<file path="src/rtl/dss_pkg.sv">
`default_nettype none
package dss_pkg;
  localparam int TRACKS = 8;
  localparam int STEPS = 16;
  localparam int TW = $clog2(TRACKS);
  localparam int SW = $clog2(STEPS);
  localparam int DEPTH = TRACKS * STEPS;
  localparam int AW = $clog2(DEPTH);
  localparam logic [6:0] VEL_DEFAULT = 7'd100;
  localparam logic [19:0] BASE_MIN = 20'd50000;
  localparam logic [19:0] BASE_MAX = 20'd750000;
  localparam logic [7:0] SWING_MAX = 8'd192;
  localparam logic [2:0] PULSES_PER_STEP = 3'd6;

  localparam logic [3:0] OP_SET = 4'd0;
  localparam logic [3:0] OP_TOGGLE = 4'd1;
  localparam logic [3:0] OP_CLEAR = 4'd2;
  localparam logic [3:0] OP_READ = 4'd3;
  localparam logic [3:0] OP_START = 4'd4;
  localparam logic [3:0] OP_STOP = 4'd5;
  localparam logic [3:0] OP_TICK = 4'd6;
  localparam logic [3:0] OP_PULSE = 4'd7;
  localparam logic [3:0] OP_MSTART = 4'd8;
  localparam logic [3:0] OP_CONT = 4'd9;
  localparam logic [3:0] OP_MSTOP = 4'd10;

  localparam logic [1:0] KIND_NOTE = 2'd0;
  localparam logic [1:0] KIND_ADV = 2'd1;
  localparam logic [1:0] KIND_READ = 2'd2;

  localparam logic [1:0] REG_BASE = 2'd0;
  localparam logic [1:0] REG_SWING = 2'd1;
  localparam logic [1:0] REG_EXT = 2'd2;
  localparam logic [1:0] REG_MUTE = 2'd3;

  typedef struct packed {
    logic [3:0] operation;
    logic [2:0] track;
    logic [3:0] step;
    logic       on_flag;
    logic [7:0] velocity;
    logic       clear_all;
  } in_item_t;

  typedef struct packed {
    logic [1:0] kind;
    logic [2:0] track_res;
    logic [3:0] step_res;
    logic       on_flag_res;
    logic [6:0] velocity_res;
    logic       last;
  } out_item_t;

  // controller -> datapath
  typedef struct packed {
    logic          latch_in;   // capture accepted request
    logic          mem_rd;     // read store at rd address
    logic          rd_fire;    // 1: fire address, 0: request address
    logic [TW-1:0] trk;        // track counter
    logic          mem_wr;
    logic          wr_edit;    // 1: set from request or toggle from read data, 0: clear value
    logic [SW-1:0] clr_step;
    logic          apply_ctl;  // update timing state for latched request
    logic          mul_go;     // start interval product
    logic          load_wait;  // load wait_count from product
  } cmd_t;

  // datapath -> controller
  typedef struct packed {
    logic [3:0] op;
    logic       all;
    logic [2:0] trk_in;
    logic       fire;       // latched request fires a step
    logic       tick_fire;  // fire came from a tick
    logic       note_hit;   // read data gives an unmuted note on current track
  } sts_t;
endpackage
`default_nettype wire

</file>
<file path="src/rtl/dss_ram.sv">
`default_nettype none
module dss_ram #(
  parameter int WIDTH = 8,
  parameter int DEPTH = 128
) (
  input  wire logic                     clk,
  input  wire logic                     we,
  input  wire logic [$clog2(DEPTH)-1:0] waddr,
  input  wire logic [WIDTH-1:0]         wdata,
  input  wire logic                     re,
  input  wire logic [$clog2(DEPTH)-1:0] raddr,
  output logic      [WIDTH-1:0]         rdata
);
  logic [WIDTH-1:0] mem [DEPTH];
  always_ff @(posedge clk) begin
    if (we) mem[waddr] <= wdata;
    if (re) rdata <= mem[raddr];
  end
endmodule
`default_nettype wire

</file>
<file path="src/rtl/dss_datapath.sv">
`default_nettype none
module dss_datapath (
  input  wire logic            clk,
  input  wire logic            rst_n,
  input  wire dss_pkg::in_item_t in_item,
  input  wire logic            cfg_we,
  input  wire logic [1:0]      cfg_idx,
  input  wire logic [19:0]     cfg_val,
  input  wire dss_pkg::cmd_t   cmd,
  output dss_pkg::sts_t        sts,
  output dss_pkg::out_item_t   res_note,
  output dss_pkg::out_item_t   res_adv,
  output dss_pkg::out_item_t   res_read
);
  import dss_pkg::*;

  in_item_t   req_r;
  logic [19:0] base_r;
  logic [7:0]  swing_r, mute_r;
  logic        ext_r, running_r;
  logic [SW-1:0] next_step_r, fire_step_r;
  logic [20:0] wait_r;
  logic [2:0]  pulse_r;
  logic [28:0] prod_r;
  logic        ok;
  logic [7:0]  rdata, wdata;
  logic [AW-1:0] raddr, waddr;
  logic [19:0] base_sat;
  logic [7:0]  sw_sat;
  logic [8:0]  factor;
  logic [6:0]  vel_sat;

  assign ok = ({1'b0, req_r.track} < 4'(TRACKS)) && ({1'b0, req_r.step} < 5'(STEPS));
  assign raddr = cmd.rd_fire ? {cmd.trk, fire_step_r} : {req_r.track[TW-1:0], req_r.step[SW-1:0]};
  assign vel_sat = (req_r.velocity > 8'd127) ? 7'd127 : req_r.velocity[6:0];

  always_comb begin
    if (!cmd.wr_edit) begin
      waddr = {cmd.trk, cmd.clr_step};
      wdata = {1'b0, VEL_DEFAULT};
    end else begin
      waddr = {req_r.track[TW-1:0], req_r.step[SW-1:0]};
      if (req_r.operation == OP_SET) wdata = {req_r.on_flag, vel_sat};
      else wdata = rdata ^ 8'h80;
    end
  end

  dss_ram #(.WIDTH(8), .DEPTH(DEPTH)) u_ram (
    .clk(clk), .we(cmd.mem_wr), .waddr(waddr), .wdata(wdata),
    .re(cmd.mem_rd), .raddr(raddr), .rdata(rdata)
  );

  assign base_sat = (base_r < BASE_MIN) ? BASE_MIN : (base_r > BASE_MAX) ? BASE_MAX : base_r;
  assign sw_sat = (swing_r > SWING_MAX) ? SWING_MAX : swing_r;
  assign factor = next_step_r[0] ? (9'd256 - {1'b0, sw_sat}) : (9'd256 + {1'b0, sw_sat});

  assign sts.op = req_r.operation;
  assign sts.all = req_r.clear_all;
  assign sts.trk_in = req_r.track;
  assign sts.tick_fire = (req_r.operation == OP_TICK) && !ext_r && running_r && (wait_r == '0);
  assign sts.fire = sts.tick_fire ||
    ((req_r.operation == OP_PULSE) && ext_r && running_r && (pulse_r == '0));
  assign sts.note_hit = rdata[7] && !mute_r[cmd.trk];

  always_ff @(posedge clk) begin
    if (cmd.latch_in) req_r <= in_item;
    if (cmd.mul_go) prod_r <= base_sat * factor;
    if (!rst_n) begin
      base_r <= 20'd125000; swing_r <= '0; ext_r <= 1'b0; mute_r <= '0;
      running_r <= 1'b0; next_step_r <= '0; wait_r <= '0; pulse_r <= '0;
      fire_step_r <= '0;
    end else begin
      if (cfg_we) begin
        case (cfg_idx)
          REG_BASE: base_r <= cfg_val;
          REG_SWING: swing_r <= cfg_val[7:0];
          REG_EXT: if (cfg_val[0] != ext_r) begin
            running_r <= 1'b0; pulse_r <= '0; ext_r <= cfg_val[0];
          end
          REG_MUTE: mute_r <= cfg_val[7:0];
          default: ;
        endcase
      end
      if (cmd.apply_ctl) begin
        if (sts.fire) begin
          fire_step_r <= next_step_r;
          next_step_r <= next_step_r + 1'b1;
        end
        case (req_r.operation)
          OP_START: begin running_r <= 1'b1; next_step_r <= '0; wait_r <= '0; end
          OP_STOP: running_r <= 1'b0;
          OP_TICK: if (!ext_r && running_r && wait_r != '0) wait_r <= wait_r - 1'b1;
          OP_PULSE: if (ext_r && running_r)
            pulse_r <= (pulse_r + 3'd1 >= PULSES_PER_STEP) ? 3'd0 : pulse_r + 3'd1;
          OP_MSTART: if (ext_r) begin running_r <= 1'b1; next_step_r <= '0; pulse_r <= '0; end
          OP_CONT: if (ext_r) running_r <= 1'b1;
          OP_MSTOP: if (ext_r) running_r <= 1'b0;
          default: ;
        endcase
      end
      if (cmd.load_wait) wait_r <= prod_r[28:8] - 21'd1;
    end
  end

  always_comb begin
    res_note = '0;
    res_note.kind = KIND_NOTE;
    res_note.track_res = 3'(cmd.trk);
    res_note.step_res = 4'(fire_step_r);
    res_note.on_flag_res = 1'b1;
    res_note.velocity_res = rdata[6:0];
    res_adv = '0;
    res_adv.kind = KIND_ADV;
    res_adv.step_res = 4'(fire_step_r);
    res_adv.last = 1'b1;
    res_read = '0;
    res_read.kind = KIND_READ;
    res_read.track_res = req_r.track;
    res_read.step_res = req_r.step;
    res_read.on_flag_res = ok & rdata[7];
    res_read.velocity_res = ok ? rdata[6:0] : 7'd0;
    res_read.last = 1'b1;
  end
endmodule
`default_nettype wire

</file>
<file path="src/rtl/dss_ctrl.sv">
`default_nettype none
module dss_ctrl (
  input  wire logic              clk,
  input  wire logic              rst_n,
  input  wire logic              in_fire,
  output logic                   in_rdy,
  input  wire logic              out_free,
  output logic                   out_load,
  output logic [1:0]             out_sel,  // 0 note, 1 advance, 2 read
  output logic                   note_last,
  input  wire dss_pkg::sts_t     sts,
  output dss_pkg::cmd_t          cmd
);
  import dss_pkg::*;

  typedef enum logic [8:0] {
    S_IDLE  = 9'b000000001,
    S_DEC   = 9'b000000010,
    S_EDRD  = 9'b000000100,
    S_EDWR  = 9'b000001000,
    S_CLR   = 9'b000010000,
    S_RDWT  = 9'b000100000,
    S_FRD   = 9'b001000000,
    S_FCHK  = 9'b010000000,
    S_ADV   = 9'b100000000
  } state_t;

  state_t state_r, state_nxt;
  logic [TW-1:0] trk_r, trk_nxt;
  logic [SW-1:0] stp_r, stp_nxt;
  logic tick_r, tick_nxt;
  logic init_r, init_nxt;
  logic [1:0] mcnt_r, mcnt_nxt;
  logic last_trk;
  logic ok;

  assign last_trk = (trk_r == TW'(TRACKS - 1));
  assign ok = ({1'b0, sts.trk_in} < 4'(TRACKS));
  assign in_rdy = (state_r == S_IDLE) && (mcnt_r == '0);

  always_comb begin
    state_nxt = state_r; trk_nxt = trk_r; stp_nxt = stp_r; tick_nxt = tick_r;
    init_nxt = init_r;
    mcnt_nxt = (mcnt_r != '0) ? mcnt_r - 2'd1 : mcnt_r;
    cmd = '0;
    cmd.trk = trk_r;
    cmd.clr_step = stp_r;
    cmd.wr_edit = 1'b1;
    out_load = 1'b0; out_sel = 2'd0; note_last = 1'b0;
    if (mcnt_r == 2'd1) cmd.load_wait = 1'b1;
    case (state_r)
      S_IDLE: begin
        cmd.latch_in = in_fire;
        if (in_fire) state_nxt = S_DEC;
      end
      S_DEC: begin
        case (sts.op)
          OP_SET, OP_TOGGLE: begin cmd.mem_rd = 1'b1; state_nxt = S_EDRD; end
          OP_READ: begin cmd.mem_rd = 1'b1; state_nxt = S_RDWT; end
          OP_CLEAR: begin
            trk_nxt = sts.all ? '0 : sts.trk_in[TW-1:0]; stp_nxt = '0;
            state_nxt = (sts.all || ok) ? S_CLR : S_IDLE;
          end
          default: begin
            cmd.apply_ctl = 1'b1;
            tick_nxt = sts.tick_fire;
            trk_nxt = '0;
            state_nxt = sts.fire ? S_FRD : S_IDLE;
          end
        endcase
      end
      S_EDRD: state_nxt = S_EDWR;
      S_EDWR: begin
        cmd.mem_wr = ({1'b0, sts.trk_in} < 4'(TRACKS));
        state_nxt = S_IDLE;
      end
      S_CLR: begin
        cmd.mem_wr = 1'b1; cmd.wr_edit = 1'b0;
        stp_nxt = stp_r + 1'b1;
        if (stp_r == SW'(STEPS - 1)) begin
          if ((sts.all || init_r) && !last_trk) trk_nxt = trk_r + 1'b1;
          else begin
            state_nxt = S_IDLE;
            init_nxt = 1'b0;
          end
        end
      end
      S_RDWT: if (out_free) begin
        out_load = 1'b1; out_sel = 2'd2; state_nxt = S_IDLE;
      end
      S_FRD: begin
        cmd.mem_rd = 1'b1; cmd.rd_fire = 1'b1; state_nxt = S_FCHK;
      end
      S_FCHK: begin
        if (!sts.note_hit) begin
          if (last_trk) state_nxt = S_ADV;
          else begin trk_nxt = trk_r + 1'b1; state_nxt = S_FRD; end
        end else if (out_free) begin
          out_load = 1'b1; out_sel = 2'd0;
          if (last_trk) state_nxt = S_ADV;
          else begin trk_nxt = trk_r + 1'b1; state_nxt = S_FRD; end
        end
      end
      S_ADV: if (out_free) begin
        out_load = 1'b1; out_sel = 2'd1; state_nxt = S_IDLE;
        if (tick_r) begin cmd.mul_go = 1'b1; mcnt_nxt = 2'd1; end
      end
      default: state_nxt = S_IDLE;
    endcase
  end

  always_ff @(posedge clk) begin
    if (!rst_n) begin
      state_r <= S_CLR; trk_r <= '0; stp_r <= '0; tick_r <= 1'b0; mcnt_r <= '0;
      init_r <= 1'b1;
    end else begin
      state_r <= state_nxt; trk_r <= trk_nxt; stp_r <= stp_nxt;
      tick_r <= tick_nxt; mcnt_r <= mcnt_nxt; init_r <= init_nxt;
    end
  end
endmodule
`default_nettype wire

</file>
<file path="src/rtl/drum_step_sequencer_swing.sv">
`default_nettype none
// Eight-track, sixteen-step drum sequencer. After reset the pattern RAM is
// cleared, all 128 entries, before the first request is taken. An edit reads
// its entry and then writes it, a read waits for a free output slot, a clear
// writes every step of one track or of all tracks, and a fired step walks the
// pattern RAM one track per visit, emits a note per unmuted hit, then an advance.
// After a fired tick step the next request also waits while the wait is loaded.
// The step-wait product (base x swing factor) is computed once per fired tick step.
module drum_step_sequencer_swing (
  input  wire logic        clk,
  input  wire logic        rst_n,
  input  wire logic        in_tvalid,
  output logic             in_tready,
  input  wire logic [23:0] in_tdata,  // operation, track, step, on_flag, velocity, clear_all
  input  wire logic        cfg_valid,
  output logic             cfg_ready,
  input  wire logic [1:0]  cfg_index,
  input  wire logic [19:0] cfg_data,
  output logic             out_tvalid,
  input  wire logic        out_tready,
  output logic [23:0]      out_tdata, // kind, track_res, step_res, on_flag_res, velocity_res
  output logic             out_tlast
);
  import dss_pkg::*;

  in_item_t in_item;
  cmd_t cmd;
  sts_t sts;
  out_item_t res_note, res_adv, res_read, sel;
  logic out_load, note_last, out_free, in_fire;
  logic [1:0] out_sel;
  logic [16:0] odata_r;
  logic olast_r, ovalid_r;

  assign in_item.operation = in_tdata[3:0];
  assign in_item.track = in_tdata[6:4];
  assign in_item.step = in_tdata[10:7];
  assign in_item.on_flag = in_tdata[11];
  assign in_item.velocity = in_tdata[19:12];
  assign in_item.clear_all = in_tdata[20];
  assign in_fire = in_tvalid && in_tready;
  assign cfg_ready = 1'b1;
  assign out_free = !ovalid_r || out_tready;

  dss_datapath u_dp (
    .clk(clk), .rst_n(rst_n), .in_item(in_item),
    .cfg_we(cfg_valid), .cfg_idx(cfg_index), .cfg_val(cfg_data),
    .cmd(cmd), .sts(sts), .res_note(res_note), .res_adv(res_adv), .res_read(res_read)
  );

  dss_ctrl u_ctrl (
    .clk(clk), .rst_n(rst_n), .in_fire(in_fire), .in_rdy(in_tready),
    .out_free(out_free), .out_load(out_load), .out_sel(out_sel),
    .note_last(note_last), .sts(sts), .cmd(cmd)
  );

  always_comb begin
    case (out_sel)
      2'd0: sel = res_note;
      2'd1: sel = res_adv;
      default: sel = res_read;
    endcase
  end

  always_ff @(posedge clk) begin
    if (out_load) begin
      odata_r <= {sel.velocity_res, sel.on_flag_res, sel.step_res, sel.track_res, sel.kind};
      olast_r <= sel.last | note_last;
    end
    if (!rst_n) ovalid_r <= 1'b0;
    else if (out_load) ovalid_r <= 1'b1;
    else if (out_tready) ovalid_r <= 1'b0;
  end

  assign out_tvalid = ovalid_r;
  assign out_tdata = {7'b0, odata_r};
  assign out_tlast = olast_r;
endmodule
`default_nettype wire

</file>
<file path="config.mk">
export PLATFORM = sky130hd
export DESIGN_NAME = drum_step_sequencer_swing
export DESIGN_NICKNAME = d
export VERILOG_FILES = /design/src/rtl/dss_pkg.sv /design/src/rtl/dss_ram.sv /design/src/rtl/dss_datapath.sv /design/src/rtl/dss_ctrl.sv /design/src/rtl/drum_step_sequencer_swing.sv
export SDC_FILE = /design/constraint.sdc
export NUM_CORES = 2
export LEC_CHECK = 0
export BUFFER_PORTS_ARGS = -buffer_cell sky130_fd_sc_hd__buf_2
export CAP_MARGIN = 10
export CORE_MARGIN = 1
export CORE_UTILIZATION = 25
export DETAILED_ROUTE_END_ITERATION = 8
export GPL_TIMING_DRIVEN = 0
export PLACE_DENSITY = 0.51
export SLEW_MARGIN = 10
export SYNTH_ARGS = -nofsm -noshare
export SYNTH_HDL_FRONTEND = slang
export SYNTH_SLANG_ARGS = --single-unit
</file>
<file path="constraint.sdc">
create_clock -name clk -period 11.05 [get_ports clk]
set_input_delay 2.21 -clock clk [delete_from_list [all_inputs] [get_ports clk]]
set_output_delay 2.21 -clock clk [all_outputs]
set_load 0.02 [all_outputs]
</file>
==> qor.txt <==
status: finished, violations left
failing checks: DRC
Placed Instances: 7233
endpoints failing hold: 0
final net count: 4768
Max stage delay cell, worst path: o31ai_1
DRC viols: 8
Initial DRC Count: 4136
Area Growth Syn to Fin: 16.4%
Post-CTS Setup Inserts: 0
core footprint: 213000 um^2
Slew @ Worst Pin: 1.34 ns
final wirelength: 172 mm
CTS Hold Buffers Added: 0
fmax: 0.116 GHz
maximum net fanout on the critical path: 10
Sw Pwr: 2.36 mW
period utilization: 78.2%
clk_lat worst skew: 0.77 ns
port bufs: 66
CTS Buf Count: 121
sw frac: 23.8%
Final Skew: 0.0564 ns
VDD IR max: 0.132 mV
die area: 216000 um^2
share of layout cells above drive strength 1: 11.1%
P per Cell Area: 159 nW/um^2
post_cts resized: 0
critical path type: reg -> reg
worst path required time: 11.53 ns
top_reg_cell synth: edfxtp_1
total number of yosys warnings: 0
unrepaired setup endpoints after global routing: false
distinct cell type count after synthesis: 76
Internal: 7.55 mW
Slew headroom: 10.4%
flop and latch count out of synthesis: 1183
crit-path max cell delay: 0.72 ns
CP Capture Type: flop
Pleak: 21.6 nW
Clock Tree Buf Depth: 3
largest net degree at the start of global routing: 35
total I/O pin count: 79
CTS tree: done
DR pass1 iterations: 9
GRT overflow: 0
htree depth: 3
die width: 465 um
Rows: 169
Worst Path Arrival: 9.12 ns
Seq/Total Area, Yosys: 64.6%
CTS root buf: clkbuf_16
Logic pwr share: 7.7%
hold slack: 0.479 ns
Syn Inst Count: 4276
FFs w/ async S/R, synth: 0%
MaxCap Viol Count: 0
Buf/Inv on CP: 9
Tmin final: 8.64 ns
startpoint types: flop
Post-synth EDFFs: 1092
clock transition at the registers of the reported paths: 0.06 ns
clock share of power: 41.2%
first-pass GRT wire length: 247 mm
initial antenna violation count: 5
Routed Antenna Nets: 0
HP Class: reg -> reg
CP delay by family, top: adder cells
Total GRT Usage: 15.5%
Via density: 4.84
via count: 36200
CTS Sinks: 1183
Finished Layout Cells: 7471
Setup Viol. Count Final: 0
Final HPWL DP: 125 mm
mapped cell area: 53600 um^2
Post-Syn Area per Cell: 12.5 um^2
most used cell, CP: clkbuf_1
Reg power frac: 51.1%
routability congestion estimate: 0.911
die height: 465 um
wire length per cell: 23.0 um
vias in the first global route: 35300
fin. max-slew vios: 0
Initial Util: 25.2%
power by group through the flow:
stage	registers (mW)	logic, mW	clock network [mW]
detailed placement	5.16	0.749	0
global placement	5.26	0.654	0
finish	5.07	0.759	4.09
global route	5.07	0.813	4.30
CTS	5.07	0.753	4.14
floorplan	5.19	0.374	0
kinds of logic after synthesis:
logic type               count (synthesis)  synth area share [%]
XOR/XNOR                                52                 0.850
AO/OA/AOI/OAI                          469                  5.27
adder cells (fa/ha/maj)                181                  5.99
buffers and inverters                  382                  3.21
multiplexers                           134                  4.66
other                                    2                0.0140
AND/OR/NAND/NOR                       1873                  15.4
flip-flops                            1183                  64.6
cell type report:
type                            count  area (um^2)
Antenna cell                        9         22.5
Clock inverter                     69          674
Inverter                          161          604
Tap cell                         2821         3530
Buffer                            221         1110
Fill cell                       21600       150000
Clock buffer                      159         3280
Sequential cell                  1183        34600
Multi-Input combinational cell   2717        17400
Timing Repair Buffer              131         1120
worst register-to-register path: cells and delay by family, from the launching register on:
kind | cells | cell delay (ns)
compound gates | 7 | 2.13
flops | 1 | 0.30
fa+ha+maj | 6 | 2.67
buf+inv | 9 | 2.48
xor+xnor | 1 | 0.14
simple gates | 4 | 0.63
per-layer routing:
| layer | wire length [um] | share of wire, % | global-route usage [%] | vias up |
|---|---|---|---|---|
| met5 | 0 | 0 | 0 | - |
| li1 | - | - | - | 15900 |
| met3 | 11800 | 6.9 | 2.27 | 279 |
| met2 | 78900 | 46 | 24.6 | 1519 |
| met1 | 74300 | 43 | 21.4 | 18500 |
| met4 | 6520 | 3.8 | 5.79 | 0 |
state kept, by name, indices dropped and copies added, names as in the netlist, 2 cells and up:
register          flops
u_dp.mute_r           8
u_ctrl.mcnt_r         2
u_ctrl.stp_r          4
u_dp.base_r          20
u_dp.u_ram.mem     1024
u_dp.prod_r          21
u_dp.res_read         7
u_dp.pulse_r          3
odata_r              17
u_ctrl.trk_r          3
u_dp.sts              5
u_dp.wait_r          21
u_ctrl.state_r        9
u_dp.req_r            9
u_dp.next_step_r      4
u_dp.fire_step_r      4
u_dp.u_ram.rdata      8
u_dp.swing_r          8
layout by cell type (no fill, tap or decap), types with 31 or more instances in the layout:
| master | count |
|---|---|
| a22oi_1 | 32 |
| clkbuf_1 | 152 |
| fa_1 | 126 |
| inv_1 | 161 |
| nor3_1 | 49 |
| nor2_1 | 313 |
| clkbuf_16 | 122 |
| nor2b_1 | 42 |
| clkinv_1 | 31 |
| buf_6 | 33 |
| mux4_2 | 90 |
| nand3_1 | 339 |
| buf_4 | 51 |
| nor4_1 | 44 |
| buf_2 | 95 |
| nand2_1 | 933 |
| edfxtp_1 | 1092 |
| ha_1 | 55 |
| o21ai_0 | 57 |
| dfxtp_1 | 91 |
| a21oi_1 | 233 |
metrics by stage:
stage | util [%] | worst slack [ns] | power, mW | area, um^2 | setup TNS [ns]
floorplan | - | 3.12 | 5.57 | 53600 | 0
global placement | 27.0 | -5.59 | 5.92 | 57400 | -4706.94
detailed placement | 27.4 | 2.54 | 5.91 | 58300 | 0
CTS | 29.3 | 2.49 | 9.96 | 62300 | 0
global route | 29.3 | 1.76 | 10.2 | 62300 | 0
finish | 29.3 | 2.41 | 9.91 | 62300 | 0
synthesized netlist by cell type (all sizes together) (29+ instances only):
cell type,number,share of area [%]
nand2,933,6.5
inv,161,1.1
edfxtp,1092,61
nor4,48,0.61
nand3,339,3.2
ha,55,1.3
dfxtp,91,3.4
xnor2,29,0.47
fa,126,4.7
nor3,63,0.63
buf,94,1.2
nor2,315,2.2
o21ai,69,0.64
clkbuf,127,0.89
nor2b,42,0.49
mux4,90,3.8
a21oi,233,2.2
mux2i,32,0.62
a2111oi,29,0.47
a22oi,32,0.45
a21boi,29,0.41
worst paths after layout:
kind	start	slack, ns	to	cells after the start
max	u_dp.swing_r[7]$_SDFFE_PN0P_	2.41	u_dp.prod_r[28]$_DFFE_PP_	27
min	u_ctrl.init_r$_SDFFE_PN1P_	0.48	u_ctrl.init_r$_SDFFE_PN1P_	2
max reg2reg	u_dp.swing_r[7]$_SDFFE_PN0P_	2.41	u_dp.prod_r[28]$_DFFE_PP_	27
min reg2reg	u_ctrl.init_r$_SDFFE_PN1P_	0.48	u_ctrl.init_r$_SDFFE_PN1P_	2
No activity file was read; power rests on OpenSTA's default activity.
